## src/kclt_pkg.sv

```systemverilog
`timescale 1ns / 1ps
`default_nettype none
// ----------------------------------------------------------------------------
// Keypad code lock timer package
// Shared types, register codes and sizes for the code lock timer unit.
// ----------------------------------------------------------------------------
package kclt_pkg;

  localparam int CODE_LENGTH = 4;
  localparam int IDX_W       = $clog2(CODE_LENGTH);
  localparam int CNT_W       = $clog2(CODE_LENGTH + 1);

  localparam int CFG_IDX_W = 2;
  localparam logic [CFG_IDX_W-1:0] CFG_SECRET_CODE    = 2'd0;
  localparam logic [CFG_IDX_W-1:0] CFG_DARK_THRESHOLD = 2'd1;
  localparam logic [CFG_IDX_W-1:0] CFG_OPEN_DURATION  = 2'd2;
  localparam logic [CFG_IDX_W-1:0] CFG_BLINK_INTERVAL = 2'd3;

  localparam logic [7:0]  SECRET_CODE_RST    = 8'd228;
  localparam logic [11:0] DARK_THRESHOLD_RST = 12'd1000;
  localparam logic [15:0] OPEN_DURATION_RST  = 16'd10000;
  localparam logic [15:0] BLINK_INTERVAL_RST = 16'd500;

  localparam logic [15:0] TICKS_MAX = 16'hFFFF;

  typedef enum logic [2:0] {
    EV_NONE    = 3'd0,
    EV_DIGIT   = 3'd1,
    EV_CORRECT = 3'd2,
    EV_WRONG   = 3'd3,
    EV_CLOSED  = 3'd4
  } lock_event_t;

  typedef struct packed {
    logic [11:0] light_sample;
    logic        press_valid;
    logic [1:0]  button;
  } tick_t;

  typedef struct packed {
    logic       relay_on;
    logic       led_on;
    logic [1:0] digits_entered;
    logic [2:0] lock_event;
  } status_t;

  typedef struct packed {
    logic [7:0]  secret_code;
    logic [11:0] dark_threshold;
    logic [15:0] open_duration;
    logic [15:0] blink_interval;
  } cfg_t;

endpackage
`default_nettype wire

```

## src/kclt_step.sv

```systemverilog
`timescale 1ns / 1ps
`default_nettype none
// ----------------------------------------------------------------------------
// Code lock step logic
// Lock state registers and the per-tick update; result is combinational.
// ----------------------------------------------------------------------------
module kclt_step (
  input  wire  logic            clk,
  input  wire  logic            rst,
  input  wire  logic            step,
  input  wire  kclt_pkg::tick_t tick,
  input  wire  kclt_pkg::cfg_t  cfg,
  output kclt_pkg::status_t     status
);

  logic                       door_open, door_open_next;
  logic [15:0]                open_ticks, open_ticks_next;
  logic [15:0]                blink_ticks, blink_ticks_next;
  logic                       blink_phase, blink_phase_next;
  logic [kclt_pkg::CNT_W-1:0] entry_count, entry_count_next;
  logic [1:0]                 entered_digits [kclt_pkg::CODE_LENGTH];

  logic                       dark;
  logic [15:0]                open_inc, blink_inc;
  logic [kclt_pkg::CNT_W-1:0] count_inc;
  logic                       entry_full, match, store;
  logic                       led;
  kclt_pkg::lock_event_t      event_code;
  logic [1:0]                 cand;
  logic [1:0]                 secret_digit;

  assign dark      = tick.light_sample > cfg.dark_threshold;
  assign open_inc  = (open_ticks == kclt_pkg::TICKS_MAX) ? open_ticks : open_ticks + 16'd1;
  assign blink_inc = (blink_ticks == kclt_pkg::TICKS_MAX) ? blink_ticks
                                                          : blink_ticks + 16'd1;
  assign count_inc  = entry_count + kclt_pkg::CNT_W'(1);
  assign entry_full = count_inc >= kclt_pkg::CNT_W'(kclt_pkg::CODE_LENGTH);

  // Last digit comes straight from this press.
  always_comb begin
    match        = 1'b1;
    cand         = 2'd0;
    secret_digit = 2'd0;
    for (int i = 0; i < kclt_pkg::CODE_LENGTH; i++) begin
      cand         = (i == kclt_pkg::CODE_LENGTH - 1) ? tick.button : entered_digits[i];
      secret_digit = 2'(cfg.secret_code >> (2 * i));
      if (cand != secret_digit) begin
        match = 1'b0;
      end
    end
  end

  always_comb begin
    door_open_next   = door_open;
    open_ticks_next  = open_ticks;
    blink_ticks_next = blink_ticks;
    blink_phase_next = blink_phase;
    entry_count_next = entry_count;
    event_code       = kclt_pkg::EV_NONE;
    store            = 1'b0;
    led              = 1'b0;
    if (door_open) begin
      open_ticks_next = open_inc;
      if (open_inc >= cfg.open_duration) begin
        door_open_next = 1'b0;
        event_code     = kclt_pkg::EV_CLOSED;
        led            = 1'b1;
      end else begin
        blink_ticks_next = blink_inc;
        if (blink_inc >= cfg.blink_interval) begin
          blink_ticks_next = 16'd0;
          blink_phase_next = ~blink_phase;
        end
        led = blink_phase_next;
      end
    end else if (dark) begin
      led = 1'b1;
      if (tick.press_valid) begin
        store            = 1'b1;
        entry_count_next = count_inc;
        event_code       = kclt_pkg::EV_DIGIT;
        if (entry_full) begin
          if (match) begin
            door_open_next   = 1'b1;
            open_ticks_next  = 16'd0;
            blink_ticks_next = 16'd0;
            event_code       = kclt_pkg::EV_CORRECT;
          end else begin
            event_code = kclt_pkg::EV_WRONG;
          end
          entry_count_next = '0;
        end
      end
    end else begin
      entry_count_next = '0;
    end
  end

  assign status.relay_on       = door_open_next;
  assign status.led_on         = led;
  assign status.digits_entered = entry_count_next[1:0];
  assign status.lock_event     = event_code;

  always_ff @(posedge clk) begin
    if (rst) begin
      door_open   <= 1'b0;
      open_ticks  <= 16'd0;
      blink_ticks <= 16'd0;
      blink_phase <= 1'b1;
      entry_count <= '0;
    end else if (step) begin
      door_open   <= door_open_next;
      open_ticks  <= open_ticks_next;
      blink_ticks <= blink_ticks_next;
      blink_phase <= blink_phase_next;
      entry_count <= entry_count_next;
    end
  end

  always_ff @(posedge clk) begin
    if (step && store) begin
      entered_digits[entry_count[kclt_pkg::IDX_W-1:0]] <= tick.button;
    end
  end

endmodule
`default_nettype wire

```

## src/keypad_code_lock_timer_unit.sv

```systemverilog
`timescale 1ns / 1ps
`default_nettype none
// ----------------------------------------------------------------------------
// Keypad code lock timer unit
// Code lock driven by time ticks: collects button digits in the dark,
// checks the code, holds the relay open for a set time and blinks the LED.
// ----------------------------------------------------------------------------
// One status request leaves for every tick request taken, one tick per clock
// sustained while the output side is not stalled. A tick is registered on
// entry, runs through the combinational lock update and lands in the output
// register. Config writes are always ready and take effect from the next tick
// processed.
module keypad_code_lock_timer_unit (
  input  wire  logic                              clk,
  input  wire  logic                              rst,
  input  wire  logic                              tick_valid,
  output logic                                    tick_stall,
  input  wire  kclt_pkg::tick_t                   tick,
  output logic                                    status_valid,
  input  wire  logic                              status_stall,
  output kclt_pkg::status_t                       status,
  input  wire  logic                              cfg_valid,
  output logic                                    cfg_ready,
  input  wire  logic [kclt_pkg::CFG_IDX_W-1:0]    cfg_index,
  input  wire  logic [15:0]                       cfg_data
);

  kclt_pkg::cfg_t    cfg;
  kclt_pkg::tick_t   tick_q;
  logic              tick_q_valid;
  kclt_pkg::status_t status_next;
  logic              out_free, step;

  assign cfg_ready  = 1'b1;
  assign out_free   = ~status_valid | ~status_stall;
  assign step       = tick_q_valid & out_free;
  assign tick_stall = tick_q_valid & ~out_free;

  always_ff @(posedge clk) begin
    if (rst) begin
      cfg.secret_code    <= kclt_pkg::SECRET_CODE_RST;
      cfg.dark_threshold <= kclt_pkg::DARK_THRESHOLD_RST;
      cfg.open_duration  <= kclt_pkg::OPEN_DURATION_RST;
      cfg.blink_interval <= kclt_pkg::BLINK_INTERVAL_RST;
    end else if (cfg_valid) begin
      case (cfg_index)
        kclt_pkg::CFG_SECRET_CODE:    cfg.secret_code    <= cfg_data[7:0];
        kclt_pkg::CFG_DARK_THRESHOLD: cfg.dark_threshold <= cfg_data[11:0];
        kclt_pkg::CFG_OPEN_DURATION:  cfg.open_duration  <= cfg_data;
        kclt_pkg::CFG_BLINK_INTERVAL: cfg.blink_interval <= cfg_data;
        default: begin
        end
      endcase
    end
  end

  always_ff @(posedge clk) begin
    if (rst) begin
      tick_q_valid <= 1'b0;
    end else if (~tick_stall) begin
      tick_q_valid <= tick_valid;
    end
  end

  always_ff @(posedge clk) begin
    if (tick_valid && !tick_stall) begin
      tick_q <= tick;
    end
  end

  kclt_step u_step (
    .clk    (clk),
    .rst    (rst),
    .step   (step),
    .tick   (tick_q),
    .cfg    (cfg),
    .status (status_next)
  );

  always_ff @(posedge clk) begin
    if (rst) begin
      status_valid <= 1'b0;
    end else if (out_free) begin
      status_valid <= tick_q_valid;
    end
  end

  always_ff @(posedge clk) begin
    if (step) begin
      status <= status_next;
    end
  end

endmodule
`default_nettype wire
```

## config.mk

```make
export PLATFORM = sky130hd
export DESIGN_NAME = keypad_code_lock_timer_unit
export DESIGN_NICKNAME = d
export VERILOG_FILES = /design/src/kclt_pkg.sv /design/src/kclt_step.sv /design/src/keypad_code_lock_timer_unit.sv
export SDC_FILE = /design/constraint.sdc
export NUM_CORES = 1
export LEC_CHECK = 0
export BUFFER_PORTS_ARGS = -buffer_cell sky130_fd_sc_hd__buf_2
export CAP_MARGIN = 20
export CELL_PAD_IN_SITES_DETAIL_PLACEMENT = 1
export CELL_PAD_IN_SITES_GLOBAL_PLACEMENT = 1
export CORE_MARGIN = 3
export CORE_UTILIZATION = 50
export DETAILED_ROUTE_END_ITERATION = 8
export MAX_ROUTING_LAYER = met4
export PLACE_DENSITY = 0.92
export SLEW_MARGIN = 20
export SYNTH_ARGS = -nofsm -noshare
export SYNTH_HDL_FRONTEND = slang
export SYNTH_SLANG_ARGS = --single-unit
```

## constraint.sdc

```tcl
create_clock -name clk -period 6.3 [get_ports clk]
set_input_delay 1.26 -clock clk [delete_from_list [all_inputs] [get_ports clk]]
set_output_delay 1.26 -clock clk [all_outputs]
set_load 0.02 [all_outputs]
```

==> reports/metrics.yaml, run 1 <==
outcome:
  status: "completed"
cts:
  htree_levels: 4
  post_cts_buffers: 0
  cts_sinks: 119
  cts_resized: 0
  numCtsBuffers: 17
  cts_root_buf: "clkbuf_16"
  insertion_delay_ns: 0.44
  cts_tree: "done"
  clockBufferDepth: 2
  path_clk_slew_ns: 0.06
  hold_buffers: 0
sta:
  fin_crit_sh_pct: 75.92
  slew_viol_final: 0
  rsz0062_at_grt: "no"
  setup_viol: 0
  relSlewSlack_pct: 44.26
  tightestPinTransition_ns: 0.8361
  finalClockSkew_ns: 0.01304
  min_period_ns: 4.783
  max_freq_ghz: 0.2091
  hold_viol_final: 0
  fin_tns_setup_ns: 0
min_path:
  min_from: "cfg[28]$_SDFFE_PP0P_"
  holdPathEnd: "cfg[28]$_SDFFE_PP0P_"
  hold_path.class: "reg -> reg"
  hold-path-cell-count: 2
worst_setup_path:
  reg2reg_depth: 13
  endpoint_kind: "flop"
  crit_fanout: 16
  required_ns: 6.66
  arrival_ns: 5.15
  crit_type: "reg -> reg"
  r2r_setup_slack_ns: 1.52
  r2r_start: "u_step.open_ticks[0]$_SDFFE_PP0P_"
  cp-start-kind: "flop"
  reg2reg_to: "u_step.blink_ticks[1]$_SDFFE_PP0P_"
cells_and_area:
  final_common_cell: "nand2_1"
  fillers: 1404
  area_growth_pct: 15.47
  final_cell_mix: "128 x nand2_1, 91 x dfxtp_1, 66 x inv_1"
  final_cell_count_no_fill: 931
  diodes: 0
  nets: 838
  drive_above_1_share_pct: 12.84
yosys:
  ys_ff_latch: 119
  synthesis.nets: 797
  async_reset_ff_share_pct: 0
  ys_warn_count: 0
  ys_seq_area_share_pct: 42.54
  syn_avg_cell_area_um2: 8.827
  synth.distinct_cells: 61
  syn_area_mm2: 0.006259
  syn-instance-count: 709
  synth-edff-count: 28
  synthFlopType: "dfxtp_1"
pwr:
  p_per_area_mw_per_mm2: 274.8
  leakage_uw: 0.003004
  peakVddDrop_mv: 0.1880
place:
  io_buffer_count: 46
  dp_hpwl_um: 13230
  gp_congestion: 0.8903
  dp.cells: 899
grt:
  grt_max_degree: 44
  grt_usage_pct: 35.69
  grt_pass1_wl_um: 37620
  grt_pass1_vias: 6634
  antenna_found_initial: 0
  overflow: 0
die:
  ios: 48
  die-area_mm2: 0.01390
  placementRows: 40
  core_area_mm2: 0.01211
  die_width_um: 117.9
  die_height_um: 117.9
  start_util_pct: 51.67
detailed_routing:
  wirelength_um: 24080
  drc_errors: 0
  drtAntennaViolNets: 0
  viasPerCell: 6.535
  drtPass1Iterations: 8
  wl_per_cell_um: 25.86
  vias: 6084
  first_iter_violations: 531
flow_run:
  drv_cap: 0
[routing by layer]
layer	routed length, um	GRT usage, %	share of wire [%]
met1	8804	38.58	37
met2	12150	62.34	50
met3	1703	6.679	7.1
met4	1418	18.61	5.9
met5	0	-	0
[per-stage QoR]
step                hold WS [ns]  setup WS, ns  util (%)  total power, uW  instance area, um^2
global route              0.4971         1.328     59.67             2017                 7227
floorplan                 0.4210         2.646         -            908.4                 6259
CTS                       0.4736         1.249     59.54             1971                 7211
finish                    0.4725         1.517     59.67             1986                 7227
global placement          0.4324         1.908     54.58            949.4                 6610
detailed placement        0.4485         1.468     54.58            960.3                 6610
[flip-flops by register name (all words and copies together), names as in the netlist]
| signal | flops |
|---|---|
| tick_q_valid | 1 |
| u_step.entry_count | 3 |
| u_step.blink_phase | 1 |
| u_step.open_ticks | 16 |
| u_step.door_open | 1 |
| cfg | 52 |
| u_step.blink_ticks | 16 |
| u_step.entered_digits | 6 |
| status_valid | 1 |
| status | 7 |
| tick_q | 15 |
[critical path, stage by stage (launching register included)]
cell	delay [ns]
dfxtp_1	0.47
ha_1	0.25
nand2_1	0.20
or4_4	0.62
o21ai_2	0.46
nor2_1	0.17
xnor2_1	0.18
ha_1	0.31
and4_1	0.27
nand2_1	0.07
o311ai_1	0.41
nor3_1	0.21
a311oi_4	0.78
a22o_1	0.29
[how the worst max path moves through the flow]
stage | startpoint | end | cells after the start
after global placement | u_step.open_ticks[0]$_SDFFE_PP0P_ | u_step.blink_ticks[8]$_SDFFE_PP0P_ | 13
after floorplan | u_step.open_ticks[0]$_SDFFE_PP0P_ | u_step.blink_ticks[15]$_SDFFE_PP0P_ | 14
final | u_step.open_ticks[0]$_SDFFE_PP0P_ | u_step.blink_ticks[1]$_SDFFE_PP0P_ | 13
after global routing | u_step.open_ticks[0]$_SDFFE_PP0P_ | u_step.blink_ticks[2]$_SDFFE_PP0P_ | 13
after detailed placement | u_step.open_ticks[0]$_SDFFE_PP0P_ | u_step.blink_ticks[15]$_SDFFE_PP0P_ | 13
after CTS | u_step.open_ticks[0]$_SDFFE_PP0P_ | u_step.blink_ticks[2]$_SDFFE_PP0P_ | 13
[Yosys cell counts (all sizes together) (2+ instances only)]
cell,n,share of area [%]
a2111oi,6,0.84
a21o,9,1.1
a21oi,46,3.7
a221o,2,0.32
a22o,11,1.5
a22oi,3,0.36
a31oi,5,0.50
a41oi,2,0.28
and2,3,0.30
and3,6,0.68
and4,7,0.98
buf,9,0.82
clkbuf,20,1.2
dfxtp,91,29
edfxtp,28,13
ha,50,10
inv,66,4.0
mux2,5,0.90
mux2i,9,1.4
nand2,128,7.7
nand2b,5,0.50
nand3,23,1.8
nand4,11,1.2
nor2,36,2.2
nor2b,2,0.20
nor3,10,0.80
nor3b,2,0.32
nor4,4,0.40
o211ai,20,2.4
o21a,6,0.72
o21ai,18,1.5
o2bb2ai,7,0.98
o31ai,3,0.36
o32ai,4,0.56
or2,5,0.50
or3,5,0.50
or4,3,0.42
xnor2,20,2.8
xor2,6,0.84
[cell families (layout without fill, tap and decap cells)]
| kind of cell | after synthesis | in the layout | share of synthesized area (%) |
|---|---|---|---|
| AO/OA/AOI/OAI | 151 | 151 | 16.55 |
| XOR/XNOR | 26 | 26 | 3.639 |
| adder cells (fa/ha/maj) | 50 | 50 | 9.996 |
| buffers and inverters | 95 | 149 | 5.977 |
| flip-flops | 119 | 119 | 42.54 |
| multiplexers | 14 | 14 | 2.339 |
| other | 1 | 1 | 0.05992 |
| AND/OR/NAND/NOR | 253 | 253 | 18.89 |
[cell type report]
class | count | area, um^2 | share of cell area [%]
clock inverters | 11 | 118.9 | 1.645
multi-input cells | 495 | 3238 | 44.81
flip-flops and latches | 119 | 2663 | 36.84
inverters | 66 | 247.7 | 3.428
repair buffers | 51 | 267.8 | 3.705
well taps | 168 | 210.2 | 2.909
clock buffers | 21 | 481.7 | 6.666
[report_power, final]
| group | total [uW] | internal, uW | switching (uW) |
|---|---|---|---|
| registers | 823 | 806 | 16.9 |
| clock network | 1020 | 626 | 391 |
| logic | 147 | 46.0 | 101 |
| total | 1990 | 1480 | 508 |
Power figures use the tool's default switching activity.
==> inputs of run 2 (changes only) <==
--- a/config.mk
+++ b/config.mk
@@ -5,15 +5,16 @@
 export SDC_FILE = /design/constraint.sdc
 export NUM_CORES = 1
 export LEC_CHECK = 0
+export ABC_AREA = 1
 export BUFFER_PORTS_ARGS = -buffer_cell sky130_fd_sc_hd__buf_2
 export CAP_MARGIN = 20
 export CELL_PAD_IN_SITES_DETAIL_PLACEMENT = 1
 export CELL_PAD_IN_SITES_GLOBAL_PLACEMENT = 1
 export CORE_MARGIN = 3
-export CORE_UTILIZATION = 50
+export CORE_UTILIZATION = 40
 export DETAILED_ROUTE_END_ITERATION = 8
 export MAX_ROUTING_LAYER = met4
-export PLACE_DENSITY = 0.92
+export PLACE_DENSITY = 0.83
 export SLEW_MARGIN = 20
 export SYNTH_ARGS = -nofsm -noshare
 export SYNTH_HDL_FRONTEND = slang
==> constraint.sdc (replaced) <==
create_clock -name clk -period 4.1 [get_ports clk]
set_input_delay 0.82 -clock clk [delete_from_list [all_inputs] [get_ports clk]]
set_output_delay 0.82 -clock clk [all_outputs]
set_load 0.02 [all_outputs]
==> reports/metrics.yaml, run 2 <==
outcome:
  status: "completed"  # unchanged
die:
  die_width_um: 134.0  # was 117.9 um
  placementRows: 46  # was 40
  start_util_pct: 41.12  # was 51.67%
  die-area_mm2: 0.01796  # was 0.01390 mm^2
  core_area_mm2: 0.01594  # was 0.01211 mm^2
  die_height_um: 134.0  # was 117.9 um
  ios: 48  # unchanged
min_path:
  hold_path.class: "reg -> reg"  # unchanged
  min_from: "cfg[15]$_SDFFE_PP0P_"  # was cfg[28]$_SDFFE_PP0P_
  holdPathEnd: "cfg[15]$_SDFFE_PP0P_"  # was cfg[28]$_SDFFE_PP0P_
  hold-path-cell-count: 2  # unchanged
yosys:
  syn_area_mm2: 0.006556  # was 0.006259 mm^2
  syn-instance-count: 871  # was 709
  synthesis.nets: 959  # was 797
  ys_warn_count: 0  # unchanged
  async_reset_ff_share_pct: 0  # unchanged
  synthFlopType: "dfxtp_1"  # unchanged
  synth_common_cells: "187 x nand2_1, 122 x inv_1, 94 x a21oi_1, 91 x dfxtp_1, 78 x nor2_1"  # was 128 x nand2_1, 91 x dfxtp_1, 66 x inv_1, 50 x ha_1, 46 x a21oi_1
  yosysTopAreaCellShare_pct: 27.79  # was 29.11%
  ys_ff_latch: 119  # unchanged
  syn_avg_cell_area_um2: 7.527  # was 8.827 um^2
  ys_seq_area_share_pct: 40.61  # was 42.54%
  synthTopCellsByArea: "dfxtp_1 28%, edfxtp_1 13%, nand2_1 11%"  # was dfxtp_1 29%, edfxtp_1 13%, ha_1 10%
  post-synth-top-count-cell: "nand2_1"  # unchanged
  synth-edff-count: 28  # unchanged
  yosysTopAreaCell: "dfxtp_1"  # unchanged
  synth.distinct_cells: 38  # was 61
cells_and_area:
  regArea_mm2: 0.002663  # unchanged
  nets: 1002  # was 838
  final_cell_count_no_fill: 1143  # was 931
  area_growth_pct: 15.53  # was 15.47%
  fillers: 2037  # was 1404
  final_cell_mix: "187 x nand2_1, 122 x inv_1, 94 x a21oi_1"  # was 128 x nand2_1, 91 x dfxtp_1, 66 x inv_1
  largest_reg_flops: 52  # unchanged
  final_common_cell: "nand2_1"  # unchanged
  multiInputGateArea_mm2: 0.003274  # was 0.003238 mm^2
  drive_above_1_share_pct: 13.05  # was 12.84%
  regMostFlops: "cfg"  # unchanged
  reg_top3: "cfg (52), u_step.blink_ticks (16), u_step.open_ticks (16)"  # unchanged
  diodes: 0  # unchanged
worst_setup_path:
  crit_type: "reg -> reg"  # unchanged
  reg2reg_to: "u_step.blink_ticks[10]$_SDFFE_PP0P_"  # was u_step.blink_ticks[1]$_SDFFE_PP0P_
  crit_fanout: 17  # was 16
  r2r_setup_slack_ns: 0.51  # was 1.52 ns
  path_buf_inv: 3  # was 0
  cp-start-kind: "flop"  # unchanged
  critPathMaxStageDelay_ns: 0.68  # was 0.78 ns
  reg2reg_depth: 17  # was 13
  endpoint_kind: "flop"  # unchanged
  crit_top_cell: "nand2_1"
  r2r_start: "u_step.open_ticks[0]$_SDFFE_PP0P_"  # unchanged
  required_ns: 4.45  # was 6.66 ns
  crit_chain: "ha_1, nand2_1, inv_1, nand4_2, nor2_4, inv_2, nand2_1, ha_1, nand2_1, inv_1, o21bai_1, a21oi_1, nor2_1, nand3_1, nor2_2, nand2_1, a21oi_1"  # was ha_1, nand2_1, or4_4, o21ai_2, nor2_1, xnor2_1, ha_1, and4_1, nand2_1, o311ai_1, nor3_1, a311oi_4, a22o_1
  arrival_ns: 3.94  # was 5.15 ns
  slowest_stage: "nor2_2"  # was a311oi_4
  crit_family: "simple AND/OR/NAND/NOR gates"  # was compound AO/OA/AOI/OAI gates
pwr:
  leakage_uw: 0.003483  # was 0.003004 uW
  p_per_area_mw_per_mm2: 395.2  # was 274.8 mW/mm^2
  peakVddDrop_mv: 0.3609  # was 0.1880 mV
cts:
  hold_buffers: 0  # unchanged
  clockBufferDepth: 2  # unchanged
  cts_root_buf: "clkbuf_16"  # unchanged
  insertion_delay_ns: 0.42  # was 0.44 ns
  htree_levels: 4  # unchanged
  post_cts_buffers: 0  # unchanged
  numCtsBuffers: 17  # unchanged
  cts_tree: "done"  # unchanged
  cts_resized: 0  # unchanged
  cts_sinks: 119  # unchanged
  path_clk_slew_ns: 0.06  # about the same
detailed_routing:
  drtPass1Iterations: 4  # was 8
  wirelength_um: 18010  # was 24080 um
  vias: 5887  # was 6084
  first_iter_violations: 287  # was 531
  drtAntennaViolNets: 0  # unchanged
  wl_per_cell_um: 15.76  # was 25.86 um
  viasPerCell: 5.150  # was 6.535
  drc_errors: 0  # unchanged
place:
  dp.cells: 1111  # was 899
  gp_congestion: 0.8011  # was 0.8903
  io_buffer_count: 46  # unchanged
  dp_hpwl_um: 13280  # was 13230 um
grt:
  grt_pass1_vias: 6147  # was 6634
  grt_usage_pct: 21.42  # was 35.69%
  grt_pass1_wl_um: 29790  # was 37620 um
  overflow: 0  # unchanged
  antenna_found_initial: 0  # unchanged
  grt_max_degree: 51  # was 44
sta:
  holdWs_ns: 0.4658  # was 0.4725 ns
  relSlewSlack_pct: 45.76  # was 44.26%
  hold_viol_final: 0  # unchanged
  rsz0062_at_grt: "no"  # unchanged
  setup_viol: 0  # unchanged
  max_freq_ghz: 0.2785  # was 0.2091 GHz
  fin_crit_sh_pct: 87.57  # was 75.92%
  finalClockSkew_ns: 0.01048  # was 0.01304 ns
  slew_viol_final: 0  # unchanged
  tightestPinTransition_ns: 0.8106  # was 0.8361 ns
  fin_tns_setup_ns: 0  # unchanged
  min_period_ns: 3.590  # was 4.783 ns
flow_run:
  drv_cap: 0  # unchanged
[run 2: logic make-up after synthesis]
logic type                 after synthesis  synth area share [%]
AOI/OAI and AO/OA                      176                 14.75
xor gates and xnor gates                17                 2.271
adders and majority gates               50                 9.542
buffers and inverters                  159                 9.485
DFF                                    119                 40.61
other                                    1               0.05720
and+or+nand+nor                        349                 23.28
[run 2: per-layer routing]
| metal | vias to the layer above | wire length [um] | share of wire [%] | global-route usage [%] |
|---|---|---|---|---|
| li1 | 2944 | - | - | - |
| met3 | 26 | 745 | 4.1 | 3.488 |
| met4 | 0 | 400 | 2.2 | 8.258 |
| met5 | - | 0 | 0 | - |
| met1 | 2813 | 8092 | 45 | 25.74 |
| met2 | 104 | 8774 | 49 | 36.22 |
[run 2: worst max-delay path by stage]
stage	end	slack (ns)	start	cells after the start
after floorplan	u_step.blink_ticks[11]$_SDFFE_PP0P_	1.29	u_step.blink_ticks[0]$_SDFFE_PP0P_	19
after global placement	u_step.blink_ticks[10]$_SDFFE_PP0P_	0.60	u_step.open_ticks[0]$_SDFFE_PP0P_	15
after detailed placement	u_step.blink_ticks[10]$_SDFFE_PP0P_	0.56	u_step.open_ticks[0]$_SDFFE_PP0P_	15
after CTS	u_step.blink_ticks[10]$_SDFFE_PP0P_	0.50	u_step.open_ticks[0]$_SDFFE_PP0P_	15
after global routing	u_step.blink_ticks[15]$_SDFFE_PP0P_	0.07	u_step.open_ticks[0]$_SDFFE_PP0P_	22
final	u_step.blink_ticks[10]$_SDFFE_PP0P_	0.51	u_step.open_ticks[0]$_SDFFE_PP0P_	17
[run 2: layout make-up]
type	count	area share (%)
multi-input combinational	593	43.23
sequential	119	35.15
inverter	129	6.392
clock buffer	18	5.666
timing repair buffer	54	3.832
tap	216	3.568
clock inverter	14	2.164
[run 2: stage by stage]
stage	utilization [%]	worst slack, ns	total power (uW)	cell area (um^2)
floorplan	-	1.289	1416	6556
global route	47.51	0.06670	3109	7575
finish	47.51	0.5098	2994	7575
global placement	43.79	0.5985	1488	6982
detailed placement	43.79	0.5609	1500	6982
CTS	47.51	0.5015	3017	7575
[run 2: report_power, final]
part	switching (uW)	internal, uW
registers	17.6	1240
clock network	605	913
logic	145	69.4
total	767	2230
[run 2: worst reg2reg max path: cells and delay by family (launching register included)]
kind / cells / cell delay, ns
fa+ha+maj: 2 / 0.51
simple gates: 9 / 1.92
flops: 1 / 0.44
compound gates: 3 / 0.37
buf+inv: 3 / 0.27
==> inputs of run 3 (changes only) <==
--- a/config.mk
+++ b/config.mk
@@ -5,16 +5,15 @@
 export SDC_FILE = /design/constraint.sdc
 export NUM_CORES = 1
 export LEC_CHECK = 0
-export ABC_AREA = 1
 export BUFFER_PORTS_ARGS = -buffer_cell sky130_fd_sc_hd__buf_2
 export CAP_MARGIN = 20
 export CELL_PAD_IN_SITES_DETAIL_PLACEMENT = 1
 export CELL_PAD_IN_SITES_GLOBAL_PLACEMENT = 1
 export CORE_MARGIN = 3
-export CORE_UTILIZATION = 40
+export CORE_UTILIZATION = 42
 export DETAILED_ROUTE_END_ITERATION = 8
 export MAX_ROUTING_LAYER = met4
-export PLACE_DENSITY = 0.83
+export PLACE_DENSITY = 0.84
 export SLEW_MARGIN = 20
 export SYNTH_ARGS = -nofsm -noshare
 export SYNTH_HDL_FRONTEND = slang
==> constraint.sdc (replaced) <==
create_clock -name clk -period 4.1 [get_ports clk]
set_input_delay 0.82 -clock clk [delete_from_list [all_inputs] [get_ports clk]]
set_output_delay 0.82 -clock clk [all_outputs]
set_load 0.05 [all_outputs]
==> reports/metrics.yaml, run 3 (synthesized netlist as in run 1, its figures left out) <==
die:
  ios: 48  # unchanged
  start_util_pct: 44.06  # was 41.12%
  die_width_um: 128.1  # was 134.0 um
  core_area_mm2: 0.01420  # was 0.01594 mm^2
  placementRows: 43  # was 46
  die-area_mm2: 0.01640  # was 0.01796 mm^2
  die_height_um: 128.1  # was 134.0 um
place:
  dp_hpwl_um: 13490  # was 13280 um
  pre_cts_ws_ns: -0.1869  # was 0.5609 ns
  placed_area_mm2: 0.006730  # was 0.006982 mm^2
  io_buffer_count: 46  # unchanged
  gp_congestion: 0.9370  # was 0.8011
worst_setup_path:
  crit_fanout: 11  # was 17
  crit_start: "u_step.open_ticks[6]$_SDFFE_PP0P_"  # was u_step.open_ticks[0]$_SDFFE_PP0P_
  crit_type: "reg -> reg"  # unchanged
  arrival_ns: 4.32  # was 3.94 ns
  r2r_start: "u_step.open_ticks[6]$_SDFFE_PP0P_"  # was u_step.open_ticks[0]$_SDFFE_PP0P_
  critPathMaxStageDelay_ns: 0.59  # was 0.68 ns
  endpoint_kind: "flop"  # unchanged
  reg2reg_depth: 14  # was 17
  crit_chain: "nand4_1, or4_4, o21ai_2, nor3_1, xnor2_1, ha_1, buf_4, a21oi_1, o21ai_0, a221o_1, or2_4, nor3_1, buf_4, a22o_1"  # was ha_1, nand2_1, inv_1, nand4_2, nor2_4, inv_2, nand2_1, ha_1, nand2_1, inv_1, o21bai_1, a21oi_1, nor2_1, nand3_1, nor2_2, nand2_1, a21oi_1
  slowest_stage: "or4_4"  # was nor2_2
  required_ns: 4.46  # was 4.45 ns
  cp-start-kind: "flop"  # unchanged
grt:
  overflow: 0  # unchanged
  grt_usage_pct: 25.01  # was 21.42%
  grt_pass1_wl_um: 31210  # was 29790 um
  antenna_found_initial: 0  # unchanged
  grt_pass1_vias: 5995  # was 6147
  grt_max_degree: 23  # was 51
cts:
  hold_buffers: 0  # unchanged
  cts_root_buf: "clkbuf_16"  # unchanged
  htree_levels: 4  # unchanged
  clockBufferDepth: 2  # unchanged
  insertion_delay_ns: 0.43  # was 0.42 ns
  numCtsBuffers: 17  # unchanged
  path_clk_slew_ns: 0.05  # was 0.06 ns
  cts_tree: "done"  # unchanged
  cts_sinks: 119  # unchanged
min_path:
  min_from: "u_step.entry_count[2]$_SDFFE_PP0P_"  # was cfg[15]$_SDFFE_PP0P_
  hold_path.class: "reg -> reg"  # unchanged
  hold-path-cell-count: 2  # unchanged
detailed_routing:
  wirelength_um: 19700  # was 18010 um
  viasPerCell: 5.809  # was 5.150
  drtPass1Iterations: 5  # was 4
  first_iter_violations: 281  # was 287
  drtAntennaViolNets: 0  # unchanged
  drc_errors: 0  # unchanged
  vias: 5577  # was 5887
  wl_per_cell_um: 20.52  # was 15.76 um
cells_and_area:
  regMostFlops: "cfg"  # unchanged
  fillers: 1700  # was 2037
  stdcell_area_mm2: 0.007401  # was 0.007575 mm^2
  nets: 855  # was 1002
  multiInputGateArea_mm2: 0.003272  # was 0.003274 mm^2
  final_cell_mix: "128 x nand2_1, 90 x dfxtp_1, 66 x inv_1"  # was 187 x nand2_1, 122 x inv_1, 94 x a21oi_1
  area_growth_pct: 18.25  # was 15.53%
  final_common_cell: "nand2_1"  # unchanged
  regArea_mm2: 0.002664  # was 0.002663 mm^2
  utilization_pct: 52.11  # was 47.51%
  reg_top3: "cfg (52), u_step.blink_ticks (16), u_step.open_ticks (16)"  # unchanged
  drive_above_1_share_pct: 15.00  # was 13.05%
  diodes: 0  # unchanged
  largest_reg_flops: 52  # unchanged
sta:
  fin_tns_setup_ns: 0  # unchanged
  holdWs_ns: 0.4494  # was 0.4658 ns
  min_period_ns: 3.961  # was 3.590 ns
  max_freq_ghz: 0.2525  # was 0.2785 GHz
  finalClockSkew_ns: 0.006988  # was 0.01048 ns
  setup_viol: 0  # unchanged
  slew_viol_final: 0  # unchanged
  hold_viol_final: 0  # unchanged
  setup_slack_ns: 0.1389  # was 0.5098 ns
  relSlewSlack_pct: 44.08  # was 45.76%
  tightestPinTransition_ns: 0.8387  # was 0.8106 ns
  fin_crit_sh_pct: 96.61  # was 87.57%
pwr:
  leakage_uw: 0.003093  # was 0.003483 uW
  peakVddDrop_mv: 0.2815  # was 0.3609 mV
  p_per_area_mw_per_mm2: 401.8  # was 395.2 mW/mm^2
flow_run:
  drv_cap: 0  # unchanged
outcome:
  status: "completed"  # unchanged
-- run 3: cell type report --
cell class              instances  share of cell area, %
flip-flops and latches        119                  35.99
inverters                      66                  3.347
clock inverters                11                  1.758
multi-input cells             495                  44.21
repair buffers                 68                  5.562
clock buffers                  21                  6.086
well taps                     180                  3.043
-- run 3: path summary, 6_finish.rpt --
| kind | to | slack [ns] |
|---|---|---|
| worst max-delay path | u_step.blink_ticks[13]$_SDFFE_PP0P_ | 0.14 |
| worst max register to register | u_step.blink_ticks[13]$_SDFFE_PP0P_ | 0.14 |
| worst min-delay path | u_step.entry_count[2]$_SDFFE_PP0P_ | 0.45 |
| worst min register to register | u_step.entry_count[2]$_SDFFE_PP0P_ | 0.45 |
-- run 3: worst max-delay path, delay by kind of cell, from the launching register on --
| family | cells | cell delay (ns) |
|---|---|---|
| xor gates and xnor gates | 1 | 0.26 |
| buffers and inverters | 2 | 0.37 |
| adders and majority gates | 1 | 0.30 |
| DFF | 1 | 0.47 |
| and+or+nand+nor | 5 | 1.46 |
| AOI/OAI and AO/OA | 5 | 1.03 |
-- run 3: layer usage --
metal	track usage, %	wire length, um	up-vias
met5	-	0	-
met4	10.99	569	0
met3	4.208	753	51
met2	42.85	10210	158
met1	28.80	8164	2750
li1	-	-	2618
-- run 3: repair_timing --
action | 4_1_cts | 5_1_grt
cloned | 0 | 0
endpoints found under the setup margin | 16 | 18
hold endpoints to repair | 0 | 0
setup buffers | 0 | 2
resized for setup | 1 | 11
pin swaps | 1 | 2
-- run 3: metrics by stage --
| stage | cells | power (uW) |
|---|---|---|
| 2_1_floorplan | 709 | 1406 |
| 3_3_place_gp | 925 | 1475 |
| 3_5_place_dp | 925 | 1490 |
| 4_1_cts | 957 | 2967 |
| 5_1_grt | 960 | 3059 |
| 6_report | 960 | 2974 |
-- run 3: report_power, final --
group	switching, uW	leakage [uW]	internal [uW]
sequential	20.8	0.00101	1240
combinational	147	0.00180	74.3
clock	533	0.000287	960
